<file path="src/rdrl_pkg.sv">
// package for the recurrent delta-rule layer: sizes, fixed-point constants, helpers
// no dependencies
package rdrl_pkg;

    localparam int NUM_UNITS   = 7;
    localparam int NUM_PIXELS  = 7;
    localparam int PIX_IDX_W   = 3;
    localparam int SCORE_W     = 19;
    localparam int WEIGHT_W    = 32;
    localparam int LR_W        = 24;
    localparam int CLASS_W     = 3;
    localparam int ACC_W       = 44;
    localparam int DY_W        = 20;
    localparam int LRDY_W      = 45;

    localparam logic [15:0] SCALE_MILLI = 16'd16777;
    localparam logic [SCORE_W-1:0] SCORE_MAX = '1;
    localparam logic [LR_W-1:0] LR_RESET = 24'd16777;
    localparam logic [16:0] ONE_Q16 = 17'd65536;

    // lane control from the sequencer
    typedef struct packed {
        logic                 clear;
        logic                 mac_en;
        logic [PIX_IDX_W-1:0] mac_idx;
        logic                 fwd_en;
        logic                 upd_en;
        logic [PIX_IDX_W-1:0] upd_idx;
        logic                 upd_bias;
        logic                 eos_clr;
    } t_lane_ctrl;

    // saturate a signed value to the signed 32-bit range
    function automatic logic signed [WEIGHT_W-1:0] sat32(input logic signed [47:0] v);
        logic signed [47:0] hi;
        logic signed [47:0] lo;
        hi = 48'sh0000_7FFF_FFFF;
        lo = -48'sh0000_8000_0000;
        if (v > hi) begin
            sat32 = 32'sh7FFF_FFFF;
        end else if (v < lo) begin
            sat32 = 32'sh8000_0000;
        end else begin
            sat32 = v[WEIGHT_W-1:0];
        end
    endfunction

    // piecewise-linear sigmoid, Q.16 in, Q0.16 out
    function automatic logic [15:0] sigmoid_q16(input logic signed [47:0] z);
        logic [47:0] a;
        logic [16:0] y;
        a = z[47] ? 48'(-z) : 48'(z);
        if (a >= 48'd327680) begin
            y = ONE_Q16;
        end else if (a >= 48'd155648) begin
            y = 17'(a >> 5) + 17'd55296;
        end else if (a >= 48'd65536) begin
            y = 17'(a >> 3) + 17'd40960;
        end else begin
            y = 17'(a >> 2) + 17'd32768;
        end
        if (z[47]) begin
            y = ONE_Q16 - y;
        end
        sigmoid_q16 = y[16] ? 16'hFFFF : y[15:0];
    endfunction

endpackage

</file>
<file path="src/rdrl_merge.sv">
// merging stage: first-maximum search over lane scores and correctness flag
// depends on rdrl_pkg
module rdrl_merge
    import rdrl_pkg::*;
(
    input  logic [NUM_UNITS-1:0][SCORE_W-1:0] i_scores,
    input  logic [CLASS_W-1:0]                i_target,
    output logic [CLASS_W-1:0]                o_best,
    output logic                              o_correct
);

    logic [SCORE_W-1:0] best_val;
    logic [CLASS_W-1:0] best_idx;

    // strict compare keeps the first maximum
    always_comb begin
        best_val = i_scores[0];
        best_idx = '0;
        for (int u = 1; u < NUM_UNITS; u++) begin
            if (i_scores[u] > best_val) begin
                best_val = i_scores[u];
                best_idx = CLASS_W'(u);
            end
        end
    end

    assign o_best    = best_idx;
    assign o_correct = (best_idx == i_target);

endmodule

</file>
<file path="config.mk">
export PLATFORM = sky130hd
export DESIGN_NAME = rdrl_merge
export DESIGN_NICKNAME = d
export VERILOG_FILES = /design/src/rdrl_pkg.sv /design/src/rdrl_merge.sv
export SDC_FILE = /design/constraint.sdc
export NUM_CORES = 1
export LEC_CHECK = 0
export BUFFER_PORTS_ARGS = -buffer_cell sky130_fd_sc_hd__buf_2
export CORE_MARGIN = 5
export CORE_UTILIZATION = 50
export DETAILED_ROUTE_END_ITERATION = 12
export PLACE_DENSITY = 0.87
export SYNTH_ARGS = -nofsm -noshare
export SYNTH_HDL_FRONTEND = slang
export SYNTH_SLANG_ARGS = --single-unit
export TNS_END_PERCENT = 100
</file>
<file path="constraint.sdc">
create_clock -name vclk -period 23.1
set_input_delay 0 -clock vclk [all_inputs]
set_output_delay 0 -clock vclk [all_outputs]
set_load 0.02 [all_outputs]
</file>
Word level (Yosys, flattened, before mapping)
Index checks and enable logic that the tools add are counted.
- bits in read-only memories: 0
- RAM bits: 0
- word-level logic and storage cells: 18
- memories kept: 0
- register bits after elaboration: 0
- bits in latches: 0
- reduce and logical (&&, ||, !) cells: 0
- multiply operators: 0
- $lt $le $gt $ge: 6
- equal/unequal tests: 1
- divide/modulo/power cells: 0
- shift operators: 0
- mux-type cells: 11
- bitwise operators: 0
- $add $sub $neg: 0
- operators with widths (cell ; number):
    $gt 19x19->1 ; 6
    $mux 19 ; 5
    $mux 3 ; 5
    $eq 3x3->1 ; 1
    $mux 1 ; 1

Longest topological paths before layout
- word-level depth: 13
- mapped depth: 79
- gate-level depth less buffers: 72

Least setup slack after synthesis
No wires, ideal clock.
- kind: in2out
- start point: in i_scores[18] in the netlist's numbering
- end point: out o_correct
- slack: 10.401 ns
- path buffers: 9
- stages on the path: 75
- data required time: 23.100 ns
- arrival time: 12.699 ns
- cell sequence: inv_1 -> ha_1 -> and3_1 -> a311oi_2 -> nand3_1 -> nand2_1 -> clkbuf_1 -> mux2i_1 -> ha_1 -> a211oi_1 -> o21a_1 -> o21ai_1 -> nor4_1 -> and3_1 -> or3_1 -> buf_6 -> a21oi_1 -> buf_2 -> (+39 left out) -> o31ai_1 -> a21oi_1 -> clkbuf_1 -> clkbuf_1 -> o21a_1 -> ha_1 -> nor2b_1 -> o21a_1 -> o21a_1 -> o21ai_0 -> nand2b_1 -> a21oi_1 -> nor2b_1 -> o21bai_1 -> a21o_1 -> a21oi_1 -> or4_1 -> o2111a_1
- longest elaborated chain between the ends: 13
- elaborated cells on any way between the ends: 18
- those cells by class: 6 x order compare; 1 x eq/ne; 11 x mux
- RTL lines (element ; RTL line ; text):
    from (decl) ; rdrl_merge.sv:6 ; input logic [NUM_UNITS-1:0][SCORE_W-1:0] i_scores,
    $gt 19x19->1 ; rdrl_merge.sv:20 ; if (i_scores[u] > best_val) begin
    $mux 19 ; rdrl_merge.sv:20 ;
    $gt 19x19->1 ; rdrl_merge.sv:20 ;
    $mux 19 ; rdrl_merge.sv:20 ;
    $gt 19x19->1 ; rdrl_merge.sv:20 ;
    $mux 19 ; rdrl_merge.sv:20 ;
    $gt 19x19->1 ; rdrl_merge.sv:20 ;
    $mux 19 ; rdrl_merge.sv:20 ;
    $gt 19x19->1 ; rdrl_merge.sv:20 ;
    $mux 19 ; rdrl_merge.sv:20 ;
    $gt 19x19->1 ; rdrl_merge.sv:20 ;
    $mux 3 * ; rdrl_merge.sv:20 ;
    $eq 3x3->1 * ; rdrl_merge.sv:28 ; assign o_correct = (best_idx == i_target);
    to (decl) ; rdrl_merge.sv:9 ; output logic o_correct
Every way passes the cells marked *; elsewhere a longest branch is shown, timed or not.

Worst setup path in the final report
- start point: in i_scores[14] in the netlist's numbering
- end point: out o_correct
The elaborated chain is that of the path after synthesis.

==> out/summary.txt <==
CP most frequent cell = nor2b_1
critical-path maximum fanout = 39
WL/cell = 15.2 um
Reg area = 0 um2
Final period util = 61.8%
met1 Resource Use GR = 28.5%
Critical Path Max Stage Delay = 780 ps
Slowest-stage cell, CP = nand2_1
YS warnings = 0
Post-DP Area = 4990 um2
final setup vio count = 0
Tot Pwr = 438 uW
worst-margin pin slew = 993 ps
post-synthesis cell area = 4210 um2
Worst EP arrival = 14,270 ps
Seq/Total Area, Yosys = 0%
Seq Cell Count = 0
Initial DRT Pass Iterations = 5
commonest non-fill, non-tap cell in the layout = buf_2
Post-CTS Setup Bufs = 0
most frequent cells in the layout = buf_2 (140), ha_1 (111), inv_1 (80), nand2_1 (51), mux2i_1 (50)
DR vias = 4,652
total wire length = 12,400 um
# resized after CTS = 0
outcome = finished clean
Max transition margin = 33.7%
Worst EP required = 23,100 ps
critical path launch point type = input pin
Max Slew Vio Count = 0
WHS Path Cells = 5
Post-DP HPWL = 11,200 um
global routing met2 resource utilization = 45.0%
Std-Cell Rows = 33
share of layout cells above drive strength 1 = 22.8%
Placer Congestion = 0.934
# hold bufs at CTS = 0
DRT iter0 DRCs = 227
fin crit period = 14,270 ps
Pleak = 0.00282 uW
# diodes = 0
hold crit path type = input pin to output port
max_cap viols = 0
Detail Route Antenna Nets = 0
Die ar. = 10,400 um2
Area growth, synth to finish = 18.5%
met3 Use GR = 1.86%
gr ovfl total = 0
largest net degree at the start of global routing = 40
Peak VDD IR = 0.0000494 V
port buffer count = 140
fmax = 0.0701 GHz
RSZ-0062 raised after global routing = false
Final Hold Fails = 0
Total GRT Usage = 23.4%
cells after synthesis = 582
critical path class = input pin to output port
Vias/cell = 5.71
core area = 8220 um2
Die Ht = 102 um
Setup crit end kind = output port
setup tns final = 0 ps
die width = 102 um
Cell Pwr Density = 87.7 nW/um2
Post-Syn Area per Cell = 7.23 um2
Syn Nets = 829
boundary pin count = 140
effective utilization at floorplan = 51.2%
vias in the first global route = 4,728
first-pass GRT wire length = 20,300 um
# clk buffers = 0
Most Used Layer, Global Route = met2
fin area = 4990 um2
initial antenna violation count = 0
library cells used by synthesis = 53
WHS = 531 ps
# DRC = 0
Final nets = 959
-- report_power, final --
| group | leakage (uW) | internal, uW | switching [uW] |
|---|---|---|---|
| sequential | 0 | 0 | 0 |
| clock | 0 | 0 | 0 |
| combinational | 0.00282 | 194 | 244 |
-- critical path: cells and delay by family --
kind	cells	cell delay, ps
compound gates	30	5570
fa+ha+maj	6	1720
buf+inv	9	1450
mux	4	1160
simple gates	22	4360
-- final timing paths --
check / from / end / slack, ps
setup / recovery: i_scores[14] / o_correct / 8830
hold / removal: i_target[0] / o_correct / 530
-- synthesized netlist by cell type (2+ instances only) --
library cell	n	area (um2)
a211o_1	2	17.5
a211oi_1	6	45.0
a21o_1	16	120
a21oi_1	45	225
a22oi_1	2	15.0
and3_1	5	31.3
and4_1	3	26.3
buf_2	4	20.0
buf_6	3	33.8
clkbuf_1	8	30.0
ha_1	111	1390
inv_1	80	300
mux2_2	4	45.0
mux2i_1	50	500
nand2_1	51	191
nand2b_1	11	68.8
nand3_1	12	60.1
nand4_1	19	119
nor2_1	21	78.8
nor2b_1	15	93.8
nor3_1	5	25.0
nor4_1	4	25.0
o21a_1	27	203
o21ai_0	37	185
o21ai_1	3	15.0
o21bai_1	2	15.0
o31ai_1	3	22.5
or3_1	4	25.0
or4_1	2	15.0
xor2_1	4	35.0
-- cell type report --
class,instances,area (um2)
multi-input cells,487,3840
fillers,745,3230
repair buffers,143,723
inverters,80,300
well taps,105,131
-- metrics by stage --
step,setup WS (ps),util (%),std cells
after global routing,7350,60.7,815
after CTS,8970,60.7,815
after detailed placement,9020,60.7,815
after global placement,9420,60.7,815
final,8830,60.7,815
after floorplan,10400,-,582
-- per-layer routing --
layer | part of all wire, % | vias to the layer above
li1 | - | 2375
met1 | 42 | 2116
met2 | 50 | 137
met3 | 5.3 | 24
met4 | 2.0 | 0
met5 | 0 | -
-- logic make-up (layout without fill, tap and decap cells) --
| family | Yosys count | count (layout) | synth area share [%] |
|---|---|---|---|
| AO/OA/AOI/OAI | 155 | 155 | 23.4 |
| XOR/XNOR | 5 | 5 | 1.04 |
| adder cells (fa/ha/maj) | 111 | 111 | 33.0 |
| buffers and inverters | 95 | 223 | 9.12 |
| multiplexers | 55 | 55 | 13.5 |
| AND/OR/NAND/NOR | 161 | 161 | 19.9 |
Note: power is estimated with default switching activity, not from simulation.
