--- src/rdrl_pkg.sv ---
// package for the recurrent delta-rule layer: sizes, fixed-point constants, helpers
// no dependencies
package rdrl_pkg;

    localparam int NUM_UNITS   = 7;
    localparam int NUM_PIXELS  = 7;
    localparam int PIX_IDX_W   = 3;
    localparam int SCORE_W     = 19;
    localparam int WEIGHT_W    = 32;
    localparam int LR_W        = 24;
    localparam int CLASS_W     = 3;
    localparam int ACC_W       = 44;
    localparam int DY_W        = 20;
    localparam int LRDY_W      = 45;

    localparam logic [15:0] SCALE_MILLI = 16'd16777;
    localparam logic [SCORE_W-1:0] SCORE_MAX = '1;
    localparam logic [LR_W-1:0] LR_RESET = 24'd16777;
    localparam logic [16:0] ONE_Q16 = 17'd65536;

    // lane control from the sequencer
    typedef struct packed {
        logic                 clear;
        logic                 mac_en;
        logic [PIX_IDX_W-1:0] mac_idx;
        logic                 fwd_en;
        logic                 upd_en;
        logic [PIX_IDX_W-1:0] upd_idx;
        logic                 upd_bias;
        logic                 eos_clr;
    } t_lane_ctrl;

    // saturate a signed value to the signed 32-bit range
    function automatic logic signed [WEIGHT_W-1:0] sat32(input logic signed [47:0] v);
        logic signed [47:0] hi;
        logic signed [47:0] lo;
        hi = 48'sh0000_7FFF_FFFF;
        lo = -48'sh0000_8000_0000;
        if (v > hi) begin
            sat32 = 32'sh7FFF_FFFF;
        end else if (v < lo) begin
            sat32 = 32'sh8000_0000;
        end else begin
            sat32 = v[WEIGHT_W-1:0];
        end
    endfunction

    // piecewise-linear sigmoid, Q.16 in, Q0.16 out
    function automatic logic [15:0] sigmoid_q16(input logic signed [47:0] z);
        logic [47:0] a;
        logic [16:0] y;
        a = z[47] ? 48'(-z) : 48'(z);
        if (a >= 48'd327680) begin
            y = ONE_Q16;
        end else if (a >= 48'd155648) begin
            y = 17'(a >> 5) + 17'd55296;
        end else if (a >= 48'd65536) begin
            y = 17'(a >> 3) + 17'd40960;
        end else begin
            y = 17'(a >> 2) + 17'd32768;
        end
        if (z[47]) begin
            y = ONE_Q16 - y;
        end
        sigmoid_q16 = y[16] ? 16'hFFFF : y[15:0];
    endfunction

endpackage

--- src/rdrl_lane.sv ---
// one unit lane: serial multiply-accumulate, sigmoid, memory and weight update
// depends on rdrl_pkg
module rdrl_lane
    import rdrl_pkg::*;
(
    input  logic                        i_clk,
    input  logic                        i_rst_n,
    input  t_lane_ctrl                  i_ctrl,
    input  logic [NUM_PIXELS-1:0][7:0]  i_pix,
    input  logic                        i_hot,
    input  logic [LR_W-1:0]             i_lr,
    output logic [SCORE_W-1:0]          o_score
);

    logic signed [WEIGHT_W-1:0] r_w [NUM_PIXELS];
    logic signed [WEIGHT_W-1:0] r_bias;
    logic [SCORE_W-1:0]         r_mem;
    logic [SCORE_W-1:0]         r_score;
    logic signed [ACC_W-1:0]    r_acc;
    logic signed [LRDY_W-1:0]   r_lrdy;
    logic [1:0]                 r_phase;

    logic signed [40:0]         prod;
    logic signed [ACC_W+16:0]   scaled;
    logic signed [47:0]         z;
    logic [SCORE_W:0]           n_score;
    logic signed [DY_W-1:0]     dy;
    logic signed [LRDY_W+8:0]   step;
    logic signed [47:0]         step_sh;
    logic [7:0]                 upd_pix;

    // one weight times one pixel per cycle
    assign prod = r_w[i_ctrl.mac_idx] * $signed({1'b0, i_pix[i_ctrl.mac_idx]});

    // forward: scale, add bias, sigmoid, add memory
    assign scaled  = r_acc * $signed({1'b0, SCALE_MILLI});
    assign z       = 48'(r_bias) + 48'(scaled >>> 24);
    assign n_score = {4'd0, sigmoid_q16(z)} + {1'b0, r_mem};

    // update term; bias step uses pixel of one
    assign dy      = $signed({3'd0, i_hot, 16'd0}) - $signed({1'b0, r_score});
    assign upd_pix = i_ctrl.upd_bias ? 8'd1 : i_pix[i_ctrl.upd_idx];
    assign step    = r_lrdy * $signed({1'b0, upd_pix});
    assign step_sh = 48'(step >>> 24);

    always_ff @(posedge i_clk) begin
        if (!i_rst_n) begin
            for (int k = 0; k < NUM_PIXELS; k++) begin
                r_w[k] <= '0;
            end
            r_bias  <= '0;
            r_mem   <= '0;
            r_score <= '0;
            r_acc   <= '0;
            r_lrdy  <= '0;
            r_phase <= '0;
        end else begin
            if (i_ctrl.clear) begin
                r_acc <= '0;
            end else if (i_ctrl.mac_en) begin
                r_acc <= r_acc + ACC_W'(prod);
            end
            if (i_ctrl.fwd_en) begin
                r_score <= n_score[SCORE_W] ? SCORE_MAX : n_score[SCORE_W-1:0];
                r_mem   <= n_score[SCORE_W] ? SCORE_MAX : n_score[SCORE_W-1:0];
                r_phase <= 2'd1;
            end else if (r_phase == 2'd1) begin
                // registered product of rate and error
                r_lrdy  <= $signed({1'b0, i_lr}) * dy;
                r_phase <= 2'd0;
            end
            if (i_ctrl.upd_en) begin
                if (i_ctrl.upd_bias) begin
                    r_bias <= sat32(48'(r_bias) + step_sh);
                end else begin
                    r_w[i_ctrl.upd_idx] <= sat32(48'(r_w[i_ctrl.upd_idx]) + step_sh);
                end
            end
            if (i_ctrl.eos_clr) begin
                r_mem <= '0;
            end
        end
    end

    assign o_score = r_score;

endmodule

--- config.mk ---
export PLATFORM = sky130hd
export DESIGN_NAME = rdrl_lane
export DESIGN_NICKNAME = d
export VERILOG_FILES = /design/src/rdrl_pkg.sv /design/src/rdrl_lane.sv
export SDC_FILE = /design/constraint.sdc
export NUM_CORES = 2
export LEC_CHECK = 0
export BUFFER_PORTS_ARGS = -buffer_cell sky130_fd_sc_hd__buf_4
export CORE_ASPECT_RATIO = 1.2
export CORE_UTILIZATION = 59
export DETAILED_ROUTE_END_ITERATION = 6
export PLACE_DENSITY = 0.86
export SKIP_CTS_REPAIR_TIMING = 1
export SLEW_MARGIN = 10
export SYNTH_ARGS = -nofsm -noshare
export SYNTH_HDL_FRONTEND = slang
export SYNTH_SLANG_ARGS = --single-unit
--- constraint.sdc ---
create_clock -name i_clk -period 46.2 [get_ports i_clk]
set_input_delay 9.24 -clock i_clk [delete_from_list [all_inputs] [get_ports i_clk]]
set_output_delay 9.24 -clock i_clk [all_outputs]
set_load 0.005 [all_outputs]
## Yosys cells after proc, flatten, opt, wreduce, memory -nomap -nowiden

Memories as Yosys holds them, arrays and structs flattened.
Index checks and enable logic that the tools add are counted.

- Output and inout port bits: 19
- Memories: 1
- Memory bits (writable): 224
- Word-level logic and storage cells: 68
- Flip-flop bits (word level): 160

- Muxes and demuxes: 29
- Reduce and logical (&&, ||, !) cells: 6
- $lt $le $gt $ge: 9
- Bitwise gates (word level): 2
- Multipliers: 4
- Add/subtract/negate cells: 11

Memories:

| name | words | bits a word | rd ports | clocked after memory_dff | write ports | line | text |
|---|---|---|---|---|---|---|---|
| r_w | 7 | 32 | 2 | 0 | 7 | rdrl_lane.sv:15 | `logic signed [WEIGHT_W-1:0] r_w [NUM_PIXELS];` |

Operator list:

| cell | number |
|---|---|
| 32-bit two-way mux | 8 |
| 17-bit two-way mux | 4 |
| 32-bit by 30-bit adder with 33-bit output | 2 |
| 33-bit by 32-bit greater-than comparator with 1-bit output (second input constant) | 2 |
| 33-bit by 32-bit less-than comparator with 1-bit output (second input constant) | 2 |
| 44-bit by 16-bit multiplier with 60-bit output (second input constant) | 1 |
| 45-bit by 9-bit multiplier with 54-bit output | 1 |
| 17-bit by 16-bit adder with 17-bit output (second input constant) | 3 |
| 8-bit binary-select mux with 3-bit select | 2 |
| 48-bit by 17-bit >= comparator with 1-bit output (second input constant) | 1 |
| 48-bit by 18-bit >= comparator with 1-bit output (second input constant) | 1 |
| 48-bit by 19-bit >= comparator with 1-bit output (second input constant) | 1 |
| 48-bit two-way mux | 1 |
| 37-bit negator with 48-bit output | 1 |
| 25-bit by 20-bit multiplier with 45-bit output | 1 |
| 44-bit by 41-bit adder with 44-bit output | 1 |
| 32-bit by 9-bit multiplier with 41-bit output | 1 |
| 32-bit by 36-bit adder with 37-bit output | 1 |
| 32-bit OR reduction | 1 |
| 8-bit two-way mux | 3 |
| 16-bit by 19-bit adder with 20-bit output | 1 |
| 17-bit by 19-bit subtractor with 20-bit output | 1 |
| 19-bit two-way mux | 1 |
| 17-bit subtractor (first input constant) | 1 |
| 8 further kinds | 19 |

## Longest topological paths before layout

- Word-level depth: 13
- Gate-level depth with buffers: 77

## Least setup slack after synthesis

No wires, ideal clock.

- Path kind: input -> register
- Start point: input i_ctrl[2] (netlist bit)
- End point: register r_bias[10]
- Setup slack: 26.171 ns
- Setup time: 0.132 ns
- Data required time: 46.068 ns
- Data arrival time: 19.896 ns
- Stages on the path: 47
- Path buffers: 5
- Path through: buf_2 -> clkbuf_1 -> buf_1 -> mux2i_1 -> o21ai_0 -> mux2i_1 -> nor2_1 -> clkbuf_1 -> nand2_1 -> fa_1 -> inv_1 -> fa_1 -> inv_1 -> fa_1 -> inv_1 -> fa_1 -> ha_1 -> a21oi_1 -> (+11 left out) -> a21oi_1 -> xnor2_1 -> ha_1 -> and3_1 -> a211oi_1 -> nor3_1 -> a221o_1 -> or4_1 -> a31oi_1 -> nor2b_1 -> o21a_1 -> o21ai_0 -> nand2b_1 -> a21oi_1 -> xor2_1 -> clkbuf_1 -> maj3_1 -> a21oi_1

- Longest elaborated chain between the ends: 8
- Elaborated cells on any way between the ends: 9
- Classes of those cells: add/sub: 1; mul: 1; order compare: 2; mux: 5

Ends and longest elaborated chain:

| what | line | text |
|---|---|---|
| start: declaration | rdrl_lane.sv:8 | `input t_lane_ctrl i_ctrl,` |
| 8-bit binary-select mux with 3-bit select (*) | rdrl_lane.sv:42 | `assign upd_pix = i_ctrl.upd_bias ? 8'd1 : i_pix[i_ctrl.upd_idx];` |
| 8-bit two-way mux (not written as such) (*) | rdrl_lane.sv:42 |  |
| 8-bit two-way mux (*) | rdrl_lane.sv:42 |  |
| 45-bit by 9-bit multiplier with 54-bit output (*) | rdrl_lane.sv:43 | `assign step = r_lrdy * $signed({1'b0, upd_pix});` |
| 32-bit by 30-bit adder with 33-bit output (*) | rdrl_lane.sv:74 | `r_bias <= sat32(48'(r_bias) + step_sh);` |
| 33-bit by 32-bit less-than comparator with 1-bit output | rdrl_pkg.sv:41 | `end else if (v < lo) begin` |
| 32-bit two-way mux | rdrl_pkg.sv:41 |  |
| 32-bit two-way mux (*) | rdrl_pkg.sv:39 | `if (v > hi) begin` |
| end signal: assignment | rdrl_lane.sv:74 |  |
| end: declaration | rdrl_lane.sv:16 | `logic signed [WEIGHT_W-1:0] r_bias;` |

Every way passes the cells marked *; elsewhere a longest branch is shown, timed or not. The select of a mux whose other input is x is not followed.
A chain may end at the register's enable or synchronous reset.

==> flow_metrics.env <==
export IMPL_finalSetupViolCount=0
export IMPL_status="finished with violations"
export IMPL_fin_crit_ns=21.11
export IMPL_fin_crit_sh_pct=45.7
export IMPL_final_layout_size_suffix_gt1_share_pct=7.39
export IMPL_finClkSkew_ns=0.0535
export IMPL_die_h_um=384
export IMPL_synth_cell_type_count=110
export IMPL_grtUsageTotal_pct=32.6
export IMPL_grt_pass1_wl_um=316000
export IMPL_ys_warn_count=0
export IMPL_synthArstFlopShare_pct=0
export IMPL_reg2reg_to="r_mem[10]"
export IMPL_final_common_cell="inv_1"
export IMPL_tightest_slew_ns=1.34
export IMPL_port_buffer_count=113
export IMPL_hold_end="r_mem[11]"
export IMPL_rsz0062_at_grt="no"
export IMPL_drtIter0Drc=5090
export IMPL_synthXorXnorAreaFrac_pct=3.36
export IMPL_grt_remaining_overflow=0
export IMPL_required_ns=46.64
export IMPL_coreArea_um2=120000
export IMPL_num_fill_cells=9052
export IMPL_synthSimpleGateAreaFrac_pct=15.8
export IMPL_regArea_um2=10600
export IMPL_vias=57155
export IMPL_syn_area_per_cell_um2=9.31
export IMPL_syn_to_final_growth_pct=5.72
export IMPL_dieArea_um2=123000
export IMPL_finalSetupTns_ns=0
export IMPL_hold_violations=0
export IMPL_worst_path_largest_cell_delay_ns=0.94
export IMPL_hp_start="r_mem[11]"
export IMPL_routed_wl_um=198000
export IMPL_drtPass1Iterations=7
export IMPL_r2r_start="r_acc[15]"
export IMPL_die_w_um=321
export IMPL_ff2ff_path_depth=71
export IMPL_crit_fanout=44
export IMPL_synth_fa_ha_area_share_pct=42.9
export IMPL_multiInputGateArea_um2=55600
export IMPL_clk_pin_slew_ns=0.07
export IMPL_crit_path_end_kind="flip-flop"
export IMPL_ant_nets=0
export IMPL_cts_buffer_depth=3
export IMPL_synth_compound_area_share_pct=8.36
export IMPL_maxSlewViolCount=0
export IMPL_synth_seq_area_share_pct=14.7
export IMPL_worst_setup_path_start_kind="input pin"
export IMPL_netlist_area_um2=71800
export IMPL_drv_cap=0
export IMPL_cp_slowest_cell="a21oi_4"
export IMPL_ys_ff_latch=416
export IMPL_drc=10
export IMPL_synth_top_family_by_area="adder cells"
export IMPL_num_rows=139
export IMPL_dp_hpwl_um=151000
export IMPL_cts_buffers=45
export IMPL_routed_via_density=6.15
export IMPL_insertion_delay_ns=0.65
export IMPL_synth_mux_area_fraction_pct=6.55
export IMPL_arrival_ns=21.55
export IMPL_fin_area_um2=76000
export IMPL_place_congestion=0.968
export IMPL_crit_top_cell="fa_1"
export IMPL_fmaxAchievable_ghz=0.0474
export IMPL_fin_nets=9560
export IMPL_grt_antenna_before_repair=7
export IMPL_criticalPathCategory="in -> reg"
export IMPL_setup_slack_ns=25.09
export IMPL_dpl_cell_area_um2=74400
export IMPL_maxSlewHeadroom_pct=7.77
export IMPL_worstHoldPathType="reg -> reg"
export IMPL_grt_pass1_vias=60937
export IMPL_r2r_slack_ns=27.95
export IMPL_num_io_pins=114
export IMPL_initial_core_util_pct=59.8
export IMPL_whs_path_depth=2
export IMPL_htree_levels=2
export IMPL_synthCells=7720
export IMPL_violations="DRC"
export IMPL_syn_num_nets=9645
export IMPL_wl_per_cell_um=21.3
export IMPL_synth_edf_count=224
export IMPL_cts_root_buf="clkbuf_16"
export IMPL_grt_max_degree=79
export IMPL_final_cell_mix="inv_1 (1275), fa_1 (1036), ha_1 (794)"
export IMPL_synth_flop_cell="edfxtp_1"
export IMPL_place_ws_ns=24.81
export IMPL_cts_tree="yes"
export IMPL_cts_sinks=416
## cell type report
cell class / count / area share [%]
clock buffer: 53 / 1.57
antenna: 7 / 0.0231
clock inverter: 30 / 0.484
multi-input combinational: 5715 / 73.2
timing repair buffer: 179 / 1.77
tap: 1621 / 2.67
sequential: 416 / 13.9
inverter: 1278 / 6.32
## flip-flops by register name, summed over array words and instances (netlist names)
register	count
r_acc	44
r_mem	19
o_score	19
r_phase	1
r_bias	32
r_w	256
r_lrdy	45
## critical path, delay by kind of cell
kind / cells / cell delay [ns]
multiplexers: 1 / 0.29
AO/OA/AOI/OAI: 16 / 4.88
adder cells (fa/ha/maj): 6 / 2.66
XOR/XNOR: 1 / 0.88
AND/OR/NAND/NOR: 10 / 1.52
buffers and inverters: 6 / 1.86
## worst max path at each step
stage                       to  slack, ns       from  cells after the start
finish               r_w[1][0]      25.09  i_ctrl[2]                     40
global route         r_w[1][0]      24.41  i_ctrl[2]                     40
CTS                 r_bias[18]      25.37  i_ctrl[2]                     44
detailed placement  r_bias[17]      24.81  i_ctrl[2]                     44
global placement     r_bias[7]      25.07  i_ctrl[2]                     44
floorplan           r_bias[10]      26.17  i_ctrl[2]                     47
## routing by layer
layer  GRT usage, %  vias up  share of wire, %
met5              0        -             0.014
met4           22.7        4               7.9
met3           6.78     1025               9.5
met2           56.8     3148                49
met1           35.4    28045                33
li1               -    24933                 -
## synthesized netlist by cell type (80+ instances only)
| cell | count | area [um^2] |
|---|---|---|
| fa_1 | 1036 | 20700 |
| clkbuf_1 | 269 | 1010 |
| ha_1 | 794 | 9930 |
| mux4_2 | 144 | 3240 |
| dfxtp_1 | 192 | 3840 |
| xor2_1 | 94 | 823 |
| o21ai_0 | 241 | 1210 |
| mux2i_1 | 96 | 961 |
| a21oi_1 | 294 | 1470 |
| nand2_1 | 758 | 2850 |
| inv_1 | 1275 | 4790 |
| xnor2_1 | 175 | 1530 |
| nor2_1 | 626 | 2350 |
| edfxtp_1 | 224 | 6730 |
| nand3_1 | 107 | 536 |
| nor3_1 | 95 | 475 |
| and2_1 | 411 | 2570 |
| nand2b_1 | 80 | 500 |
## through the flow
step	hold WS (ns)	utilization [%]	cells
final	0.486	63.2	9299
after global routing	0.507	63.2	9295
after CTS	0.484	63.2	9292
after detailed placement	0.472	61.9	9209
after global placement	0.465	61.9	9209
after floorplan	0.456	-	7720
## logic make-up after synthesis
logic type	Yosys count
AOI/OAI and AO/OA	947
xor gates and xnor gates	272
adders and majority gates	1843
buffers and inverters	1589
DFF	416
muxes	284
and+or+nand+nor	2369
Power is not shown: default switching activity piles up to over one toggle a cycle in this logic, so the estimate is an artifact.
